### src/hdl/wgm_pkg.sv
`timescale 1ns / 1ps
// ---------------------------------------------------------------------------
// Wildcard glob matcher package
// Sizes, pattern constants, item kinds and the control bundle that the top
// level sends to every pattern cell.
// ---------------------------------------------------------------------------
package wgm_pkg;

    // Number of pattern cells (pattern characters that can be stored).
    localparam int PATTERN_MAX = 64;

    // Field widths fixed by the stream format.
    localparam int CHAR_W = 8;
    localparam int POS_W  = 6;
    localparam int CFG_W  = 7;
    localparam int OP_W   = 2;

    // Width that holds any length from zero to PATTERN_MAX.
    localparam int LEN_W = $clog2(PATTERN_MAX + 1);
    // Width used to compare the written length against PATTERN_MAX.
    localparam int CMP_W = (LEN_W > CFG_W) ? LEN_W : CFG_W;

    localparam logic [CHAR_W-1:0] GLOB_STAR = 8'h2A;
    localparam logic [CHAR_W-1:0] GLOB_ONE  = 8'h3F;

    typedef enum logic [OP_W-1:0] {
        OP_LOAD    = 2'd0,
        OP_SUBJECT = 2'd1,
        OP_END     = 2'd2
    } opcode_t;

    // Shared control for the cell row in one cycle.
    typedef struct packed {
        logic              step;     // advance the active set by one subject byte
        logic              close;    // fold the star closure into the stored set
        logic              restart;  // return to the start position
        logic [CHAR_W-1:0] subject;  // subject byte for a step
    } cell_ctrl_t;

endpackage

### src/hdl/wgm_cell.sv
`timescale 1ns / 1ps
// ---------------------------------------------------------------------------
// Wildcard glob matcher pattern cell
// Holds one pattern character and the active flag of its pattern position,
// passes the star closure and the match to the next position.
// ---------------------------------------------------------------------------
module wgm_cell
    import wgm_pkg::*;
(
    input  logic              aclk,
    input  logic              aresetn,
    input  logic              load_en,
    input  logic [CHAR_W-1:0] load_char,
    input  cell_ctrl_t        ctrl,
    input  logic              lt_len,       // this position lies inside the pattern
    input  logic              le_len,       // this position is at most the length
    input  logic              restart_bit,  // active value in the start state
    input  logic              carry_in,     // star closure from the left neighbor
    input  logic              match_in,     // byte consumed by the left neighbor
    output logic              carry_out,
    output logic              match_out,
    output logic              closed_out    // live flag after the star closure
);

    logic [CHAR_W-1:0] char_reg;
    logic              active_reg;
    logic              active_next;
    logic              is_star;
    logic              is_one;
    logic              closed;
    logic              next_raw;

    assign is_star = (char_reg == GLOB_STAR);
    assign is_one  = (char_reg == GLOB_ONE);

    // Position is live if it was stored live and lies in range, or a live
    // star just left of it can match an empty run.
    assign closed    = (active_reg & le_len) | carry_in;
    assign carry_out = closed & is_star & lt_len;
    assign match_out = closed & ~is_star & lt_len & (is_one | (char_reg == ctrl.subject));
    assign closed_out = closed;
    // A star keeps its own position live while it swallows the byte.
    assign next_raw  = (closed & is_star & lt_len) | match_in;

    always_comb begin
        active_next = active_reg;
        if (ctrl.restart) begin
            active_next = restart_bit;
        end else if (ctrl.step) begin
            active_next = next_raw;
        end else if (ctrl.close) begin
            active_next = closed;
        end
    end

    always_ff @(posedge aclk) begin
        if (!aresetn) begin
            active_reg <= restart_bit;
        end else begin
            active_reg <= active_next;
        end
    end

    always_ff @(posedge aclk) begin
        if (load_en) begin
            char_reg <= load_char;
        end
    end

endmodule

### src/hdl/wildcard_glob_matcher.sv
`timescale 1ns / 1ps
// Timing: a load or subject transfer takes effect in the cycle it is accepted;
// the verdict of an end transfer is registered at acceptance and is on m_tdata in the next cycle.
// Throughput: one input transfer per cycle unless a verdict waits on a low m_tready;
// the row update is combinational (a star closure chain that ripples once through the row).
// Reset: aresetn (synchronous, active low) clears the length to zero and the
// active set to the start position; stored pattern characters are kept.
// ---------------------------------------------------------------------------
// Wildcard glob matcher
// Matches a streamed subject against a stored pattern with '*' and '?'
// wildcards by tracking the set of live pattern positions in a row of cells.
// ---------------------------------------------------------------------------
module wildcard_glob_matcher
    import wgm_pkg::*;
(
    input  logic             aclk,
    input  logic             aresetn,
    // Input stream.
    input  logic             s_tvalid,
    output logic             s_tready,
    input  logic [15:0]      s_tdata,   // [5:0] position, [13:6] character, [15:14] zero
    input  logic [OP_W-1:0]  s_tuser,   // [1:0] opcode
    // Result stream.
    output logic             m_tvalid,
    input  logic             m_tready,
    output logic [7:0]       m_tdata,   // [0] matched, [7:1] zero
    // Pattern length register.
    input  logic             cfg_we,
    input  logic [CFG_W-1:0] cfg_wdata
);

    // -----------------------------------------------------------------------
    // The row holds one cell per pattern position 0 .. PATTERN_MAX-1; the
    // final position (whole pattern consumed) lives here in the top level.
    // After a subject byte the row stores the raw step result and marks it
    // dirty. The star closure is applied on the fly whenever the set is
    // used; before the pattern or length changes, a dirty set is folded once
    // with the closure of the pattern still in force, so later closures see
    // the same set that the pattern at that time would have produced.
    // -----------------------------------------------------------------------

    logic [POS_W-1:0]  in_position;
    logic [CHAR_W-1:0] in_character;
    opcode_t           in_opcode;
    logic              in_xfer;

    logic [CFG_W-1:0]  len_reg;
    logic [LEN_W-1:0]  len_eff;
    logic              dirty_reg;
    logic              dirty_next;
    logic              final_reg;
    logic              final_next;
    logic              m_valid_reg;
    logic              matched_reg;

    logic              is_load;
    logic              is_subject;
    logic              is_end;
    cell_ctrl_t        ctrl;

    logic [PATTERN_MAX-1:0] load_en;
    logic [PATTERN_MAX-1:0] lt_len;
    logic [PATTERN_MAX-1:0] le_len;
    logic [PATTERN_MAX-1:0] cell_closed;  // closed live flag of each cell
    logic [PATTERN_MAX:0]   carry;   // carry[p] enters cell p
    logic [PATTERN_MAX:0]   match;   // match[p] enters cell p
    logic                   final_closed;

    assign in_position  = s_tdata[POS_W-1:0];
    assign in_character = s_tdata[POS_W +: CHAR_W];
    assign in_opcode    = opcode_t'(s_tuser);

    // The result register is the only thing that can hold a transfer back.
    assign s_tready = ~m_valid_reg | m_tready;
    assign in_xfer  = s_tvalid & s_tready;

    always_comb begin
        is_load    = 1'b0;
        is_subject = 1'b0;
        is_end     = 1'b0;
        unique case (in_opcode)
            OP_LOAD:    is_load    = 1'b1;
            OP_SUBJECT: is_subject = 1'b1;
            OP_END:     is_end     = 1'b1;
            default:    ;
        endcase
    end

    // Lengths above the row size saturate.
    assign len_eff = (CMP_W'(len_reg) > CMP_W'(PATTERN_MAX)) ? LEN_W'(PATTERN_MAX)
                                                             : LEN_W'(len_reg);

    assign ctrl.step    = in_xfer & is_subject;
    assign ctrl.restart = in_xfer & is_end;
    assign ctrl.close   = dirty_reg & ((in_xfer & is_load) | cfg_we);
    assign ctrl.subject = in_character;

    assign carry[0] = 1'b0;
    assign match[0] = 1'b0;

    for (genvar p = 0; p < PATTERN_MAX; p++) begin : g_cell
        assign load_en[p] = in_xfer & is_load & (int'(in_position) == p);
        assign lt_len[p]  = (int'(len_eff) > p);
        assign le_len[p]  = (int'(len_eff) >= p);

        wgm_cell u_cell (
            .aclk        (aclk),
            .aresetn     (aresetn),
            .load_en     (load_en[p]),
            .load_char   (in_character),
            .ctrl        (ctrl),
            .lt_len      (lt_len[p]),
            .le_len      (le_len[p]),
            .restart_bit (p == 0),
            .carry_in    (carry[p]),
            .match_in    (match[p]),
            .carry_out   (carry[p+1]),
            .match_out   (match[p+1]),
            .closed_out  (cell_closed[p])
        );
    end

    // The final position is live once the whole pattern is consumed, either
    // by a byte match or by trailing stars.
    assign final_closed = (final_reg & (int'(len_eff) == PATTERN_MAX)) | carry[PATTERN_MAX];

    always_comb begin
        final_next = final_reg;
        dirty_next = dirty_reg;
        if (ctrl.restart) begin
            final_next = 1'b0;
            dirty_next = 1'b0;
        end else if (ctrl.step) begin
            final_next = match[PATTERN_MAX];
            dirty_next = 1'b1;
        end else if (ctrl.close) begin
            final_next = final_closed;
            dirty_next = 1'b0;
        end
    end

    always_ff @(posedge aclk) begin
        if (!aresetn) begin
            len_reg     <= '0;
            final_reg   <= 1'b0;
            dirty_reg   <= 1'b0;
            m_valid_reg <= 1'b0;
        end else begin
            final_reg <= final_next;
            dirty_reg <= dirty_next;
            if (cfg_we) begin
                len_reg <= cfg_wdata;
            end
            if (ctrl.restart) begin
                m_valid_reg <= 1'b1;
            end else if (m_tready) begin
                m_valid_reg <= 1'b0;
            end
        end
    end

    // The verdict is the closed flag of the position equal to the length.
    always_ff @(posedge aclk) begin
        if (ctrl.restart) begin
            if (int'(len_eff) == PATTERN_MAX) begin
                matched_reg <= final_closed;
            end else begin
                matched_reg <= cell_closed[len_eff[POS_W-1:0]];
            end
        end
    end

    assign m_tvalid = m_valid_reg;
    assign m_tdata  = {7'd0, matched_reg};

endmodule

### config.mk
export PLATFORM = sky130hd
export DESIGN_NAME = wildcard_glob_matcher
export DESIGN_NICKNAME = d
export VERILOG_FILES = /design/src/hdl/wgm_pkg.sv /design/src/hdl/wgm_cell.sv /design/src/hdl/wildcard_glob_matcher.sv
export SDC_FILE = /design/constraint.sdc
export NUM_CORES = 1
export LEC_CHECK = 0
export ABC_AREA = 1
export BUFFER_PORTS_ARGS = -buffer_cell sky130_fd_sc_hd__buf_4
export CORE_MARGIN = 4
export CORE_UTILIZATION = 35
export CTS_CLUSTER_SIZE = 8
export DETAILED_ROUTE_END_ITERATION = 16
export PLACE_DENSITY = 0.54
export SYNTH_ARGS = -nofsm -noshare
export SYNTH_HDL_FRONTEND = slang
export SYNTH_SLANG_ARGS = --single-unit
export TNS_END_PERCENT = 20
### constraint.sdc
create_clock -name aclk -period 12.2 [get_ports aclk]
set_clock_uncertainty 0.15 [all_clocks]
set_input_delay 0.61 -clock aclk [delete_from_list [all_inputs] [get_ports aclk]]
set_output_delay 0.61 -clock aclk [all_outputs]
set_load 0.02 [all_outputs]
==> metrics.md, run 1 <==
| Metric | Value |
|---|---|
| Most Frequent Cell on Critical Path | nand2_4 |
| Met2 GRT Util | 0.298 |
| Detailed Route Iter0 Violations | 2030 |
| Die H | 308 um |
| Hold buffer count at cts | 0 |
| Share of flip-flops with an asynchronous set or reset | 0 |
| Post-synth EDFFs | 513 |
| Max reg flops | 512 |
| Total area of sequential cells | 0.0169 mm2 |
| Switching Fraction | 0.234 |
| Worst VDD drop | 0.112 mV |
| Syn_area_per_cell | 9.84 um2 |
| First-pass DRT Iterations | 5 |
| Tmin final | roughly 11 ns |
| Part of the power in combinational logic | 0.070 |
| RSZ-0062 raised after global routing | false |
| Grt met3 use | 0.0345 |
| Fillcell total | around 8600 |
| Pins Over Slew Limit | 0 |
| Final HPWL DP | 61300 um |
| Hold Worst Slack | 0.131 ns |
| P_int | between 3 and 4 mW |
| Via density | 5.33 |
| Total standard cell area after synthesis | approximately 0.031 mm2 |
| Final wirelength | 92400 um |
| CP Launch Type | flip-flop |
| Vias in the first global route | roughly 22000 |
| Row count | 109 |
| Drt drc | 0 |
| Die Span X | 308 um |
| Clk pwr share | 0.462 |
| Multi-input logic area | 0.0130 mm2 |
| Status | completed |
| Top FF cell, synth | edfxtp_1 |
| Final Net Count | between 3000 and 4000 |
| Clock Tree Buf Depth | 3 |
| CTS Root Cell | clkbuf_16 |
| Worst-Skew Late Latency | about 0.63 ns |
| Critical Path Fanout Max | 14 |
| RD Place Congestion | 0.957 |
| Final Power | 4.70 mW |
| Seq cells post-synth | 587 |
| Slowest stage delay, CP | ~0.42 ns |
| Slowest CP cell | dfxtp_1 |
| Max_cap viols | 0 |
| Remaining Overflow, GRT | 0 |
| Worst Path Required | 12.49 ns |
| Post-route clock period utilization | 0.910 |
| Diode count | 0 |
| Worst Max-Slew Pin Slew | 1.13 ns |
| Final setup fails | 0 |
| CP top delay family | simple AND/OR/NAND/NOR gates |
| CORE AREA | between 0.08 and 0.09 mm2 |
| CP Class | reg -> reg |
| Post_cts resized | 0 |
| Starting Density | 0.354 |
| Total die area | 0.0947 mm2 |
| Critical R2R Launch | len_reg[6] |
| First-pass GRT wire length | 139000 um |
| Layer with the highest usage | met2 |
| WP buf/inv | 2 |
| Largest net degree at the start of global routing | 83 |
| Ports | 40 |
| Yosys cell types | 56 |
| Hold path start | aresetn |
| Seq pwr share | 0.468 |
| FMAX | roughly 90 MHz |
| Post-layout util | 0.399 |
| Setup TNS | 0 ns |
| Vias | 23800 |
| Leakage | ~12 nW |
| Layout overhead on the synthesized area | 12.6% |
| Worst hold-check path type | in -> reg |
| Crit. End Element | flip-flop |
| Sw power | around 1.1 mW |
| DR WL/cell | 20.7 um |
| GRT Total Usage | 0.193 |
| Pwr Density | 133 mW/mm2 |
| Final ANT Viol Nets | 0 |
| Post-CTS setup buffer count | 0 |
| Clk pin slew, worst setup/hold paths | roughly 0.060 ns |
| Worst slew margin | 0.240 |
| Ys Warns | 0 |
| Register area share after synthesis | 0.537 |
| Met1 Usage GRT | 0.281 |
| H-Tree Depth | 3 |
| Critical path arrival | 11.39 ns |
| Worst Setup SP | len_reg[6] |
| Clock sinks | between 500 and 600 |
| Initial antenna violation count | 0 |
| Hold Vio Cnt, Final | 0 |
| Fraction of layout cells with a size suffix above 1 | 0.131 |
| CTS tree | done |
| Number of buffers created by CTS | 84 |
| Cells after synthesis | 3194 |
| PortBufs | 30 |
## Yosys cell counts (86+ instances only)
cell type,number,share of area
nand3_1,150,0.024
inv_1,268,0.032
xnor2_1,238,0.066
nor3_1,86,0.014
nand2_1,510,0.061
a21oi_1,117,0.019
edfxtp_1,513,0.49
clkbuf_1,89,0.011
nand4_1,200,0.040
nand2_4,99,0.035
nor2_1,267,0.032
or2_2,112,0.022
## placed cells by master (no fill, tap or decap), drive strengths merged, types with 24 or more instances in the layout
cell type  count
xor2          61
o211ai        27
o32ai         26
inv          280
nor2         271
xnor2        238
dfxtp         74
nor4          61
or2          113
edfxtp       513
nand4        200
nand2        637
o21ai         54
buf           68
nand3        155
nor3          86
a21oi        121
clkbuf       135
o2111ai       24
## worst paths after layout
path | end | slack, ns | cells after the start
setup / recovery | matched_reg | 1.10 | 132
setup reg to reg | matched_reg | 1.10 | 132
hold / removal | m_tvalid | 0.13 | 3
hold reg to reg | dirty_reg | 0.31 | 2
## logic make-up after synthesis
family / count (synthesis) / share of synthesized area
AOI/OAI and AO/OA: 358 / 0.0746
and+or+nand+nor: 1545 / 0.255
DFF: 587 / 0.537
xor gates and xnor gates: 299 / 0.0833
buffers and inverters: 404 / 0.0500
other: 1 / 0.000119
## final cells by class
| cell class | count | area share |
|---|---|---|
| multi-input cells | 2209 | 0.367 |
| clock inverters | 8 | 0.00254 |
| inverters | 284 | 0.0304 |
| flip-flops and latches | 587 | 0.477 |
| clock buffers | 135 | 0.0663 |
| well taps | 1165 | 0.0412 |
| repair buffers | 68 | 0.0153 |
## power by group through the flow
stage | Sequential, mW | Combinational [mW] | Clock [mW]
CTS | 2.20 | 0.326 | 2.22
detailed placement | 2.24 | 0.325 | 0
global route | 2.20 | 0.354 | 2.32
finish | 2.20 | 0.327 | 2.17
global placement | 2.24 | 0.324 | 0
floorplan | 2.23 | 0.190 | 0
## worst min-delay path: cells and delay by family
family                 cells  cell delay [ns]
buffers and inverters      2             0.20
AO/OA/AOI/OAI              1             0.04
## per-stage QoR
stage	area (um2)	worst slack, ns	cells
6_report	35400	1.10	4456
5_1_grt	35400	0.134	4456
4_1_cts	35400	1.17	4456
3_5_place_dp	33000	1.23	4313
3_3_place_gp	33000	1.44	4313
2_1_floorplan	31500	3.12	3200
## per-layer routing
metal  up-vias  routed length (um)
met5         -                   0
met2       751               40800
met4         0                2040
li1      11400                   -
met3       115                6370
met1     11500               43100
No activity file was read; power rests on OpenSTA's default activity.
==> inputs of run 2 (changes only) <==
Settings changed: BUFFER_PORTS_ARGS -buffer_cell sky130_fd_sc_hd__buf_4 to default, DONT_BUFFER_PORTS from default to 1.
==> metrics.md, run 2 (synthesis results as in run 1) <==
| Metric | Value |
|---|---|
| Die H | 308 um (unchanged) |
| RD Place Congestion | 0.936 (-2.2%) |
| Setup TNS | 0 ns (unchanged) |
| Critical Path Fanout Max | 16 (+2) |
| Total die area | 0.0947 mm2 (unchanged) |
| Worst-Skew Late Latency | 0.64 ns (about the same) |
| Clock Tree Buf Depth | 3 (unchanged) |
| Part of the power in combinational logic | 0.065 (-0.005) |
| Met1 Usage GRT | 0.301 (+0.0199) |
| Cell count along the critical path | 134 (+1.5%) |
| Finished Cell Area | 0.0354 mm2 (about the same) |
| Fillcell total | 8612 (+0.61%) |
| Grt met3 use | 0.0481 (+0.0137) |
| Initial antenna violation count | 4 (+4) |
| CORE AREA | 0.0888 mm2 (unchanged) |
| Remaining Overflow, GRT | 0 (unchanged) |
| Worst reg2reg path endpoint | matched_reg |
| R2R setup slack | 1.14 ns (+0.04 ns) |
| Leakage | 12.2 nW (-0.63%) |
| Final ANT Viol Nets | 0 (unchanged) |
| Worst hold-check path type | in -> reg |
| Multi-input logic area | 0.0130 mm2 (unchanged) |
| PortBufs | 0 (-100%) |
| GRT Total Usage | 0.216 (+0.0231) |
| Most Frequent Cell on Critical Path | nand2_4 |
| Final wirelength | 104000 um (+13%) |
| Via density | 5.50 (+3.2%) |
| Placed Area | 0.0326 mm2 (-1.1%) |
| CTS Root Cell | clkbuf_16 |
| Placed insts | 4269 (-1.0%) |
| Hold Worst Slack | 0.0357 ns (-0.0955 ns) |
| Worst Path Required | 12.49 ns (about the same) |
| Diode count | 0 (unchanged) |
| Sw power | 1.10 mW (+0.53%) |
| Row count | 109 (unchanged) |
| First-pass GRT wire length | 151000 um (+8.4%) |
| WP buf/inv | 2 (unchanged) |
| Fraction of layout cells with a size suffix above 1 | 0.121 (-0.00998) |
| Hold Vio Cnt, Final | 0 (unchanged) |
| Tmin final | 11.06 ns (-0.0413 ns) |
| CP Class | reg -> reg |
| DP Worst Slack | 1.33 ns (+0.0950 ns) |
| P_int | 3.56 mW (-1.2%) |
| CP top delay family | simple AND/OR/NAND/NOR gates |
| Most common cell after layout, fill and taps aside | edfxtp_1 |
| DR WL/cell | 23.5 um (+13%) |
| Final worst setup slack | 1.14 ns (+0.0413 ns) |
| Finished Layout Cells | 4430 (-0.58%) |
| H-Tree Depth | 3 (unchanged) |
| Post_cts resized | 0 (unchanged) |
| RSZ-0062 raised after global routing | false |
| Most frequent cells in the layout | 513 x edfxtp_1, 510 x nand2_1, 266 x nor2_1 |
| Slowest stage delay, CP | 0.87 ns (+0.45 ns) |
| Status | completed |
| Detailed Route Iter0 Violations | 2132 (+5.0%) |
| Met2 GRT Util | 0.335 (+0.0374) |
| Die Span X | 308 um (unchanged) |
| Clk pwr share | 0.463 (about the same) |
| Crit path to | matched_reg |
| Slowest CP cell | dfxtp_1 |
| Crit. End Element | flip-flop |
| Layer with the highest usage | met2 |
| Seq pwr share | 0.472 (+0.004) |
| Ports | 40 (unchanged) |
| CTS tree | done |
| Worst slew margin | 0.255 (+0.0147) |
| CP Launch Type | flip-flop |
| Max reg flops | 512 (unchanged) |
| First-pass DRT Iterations | 6 (+1) |
| Clock sinks | 587 (unchanged) |
| Number of buffers created by CTS | 83 (-1.2%) |
| Critical path arrival | 11.35 ns (-0.04 ns) |
| Final Net Count | 3239 (-0.77%) |
| Worst Max-Slew Pin Slew | 1.11 ns (-0.0235 ns) |
| Layout overhead on the synthesized area | 12.5% (about the same) |
| FMAX | 90.4 MHz (+0.37%) |
| Final HPWL DP | 56400 um (-8.1%) |
| Final Power | 4.66 mW (-0.78%) |
| Largest net degree at the start of global routing | 88 (+6.0%) |
| Critical R2R Launch | len_reg[6] |
| Post-route clock period utilization | 0.906 (-0.00339) |
| Pins Over Slew Limit | 0 (unchanged) |
| Drt drc | 0 (unchanged) |
| Worst VDD drop | 0.104 mV (-7.4%) |
| Total area of sequential cells | 0.0169 mm2 (unchanged) |
| Clk pin slew, worst setup/hold paths | 0.05 ns (about the same) |
| Worst Setup SP | len_reg[6] |
| Max_cap viols | 0 (unchanged) |
| Pwr Density | 132 mW/mm2 (-0.71%) |
| Post-layout util | 0.399 (about the same) |
| Starting Density | 0.354 (unchanged) |
| Final setup fails | 0 (unchanged) |
| Switching Fraction | 0.237 (+0.00309) |
| R2R cell count | 134 (+1.5%) |
| Vias | 24400 (+2.6%) |
| Vias in the first global route | 23000 (+3.8%) |
==> run 2: worst reg2reg max path, delay by kind of cell, from the launching register on <==
family / cells / cell delay, ns
AO/OA/AOI/OAI: 1 / 0.19
buffers and inverters: 2 / 0.16
flip-flops: 1 / 0.87
AND/OR/NAND/NOR: 131 / 9.50
==> run 2: timing repair <==
item | CTS | global route
hold buffers | 20 | 0
hold endpoints to repair | 402 | 0
buffers inserted | 0 | 0
==> run 2: worst min path at each step <==
stage / slack, ns / start / depth (start not counted) / to
after floorplan: 0.29 / dirty_reg / 2 / dirty_reg
after global placement: 0.30 / dirty_reg / 2 / dirty_reg
after detailed placement: 0.31 / dirty_reg / 2 / dirty_reg
after CTS: 0.0008 / s_tdata[12] / 0 / g_cell[59].u_cell.char_reg[6]
after global routing: 0.003 / s_tdata[7] / 0 / g_cell[0].u_cell.char_reg[1]
final: 0.04 / s_tuser[0] / 3 / m_tvalid
==> run 2: layer usage <==
layer / wire length (um) / up-vias
met5: 0 / -
met4: 3220 / 0
met3: 8920 / 192
met2: 45500 / 871
met1: 46400 / 12000
li1: - / 11300
==> run 2: area by class of cell <==
| type | count | area share |
|---|---|---|
| clock buffer | 134 | 0.0647 |
| sequential | 587 | 0.477 |
| timing repair buffer | 44 | 0.0153 |
| inverter | 284 | 0.0304 |
| clock inverter | 7 | 0.00336 |
| tap | 1165 | 0.0412 |
| multi-input combinational | 2209 | 0.368 |
==> run 2: power groups by stage <==
stage / combinational [mW] / clock [mW] / sequential, mW
CTS: 0.299 / 2.20 / 2.20
global placement: 0.234 / 0 / 2.24
floorplan: 0.190 / 0 / 2.23
global route: 0.323 / 2.29 / 2.20
finish: 0.303 / 2.16 / 2.20
detailed placement: 0.235 / 0 / 2.24
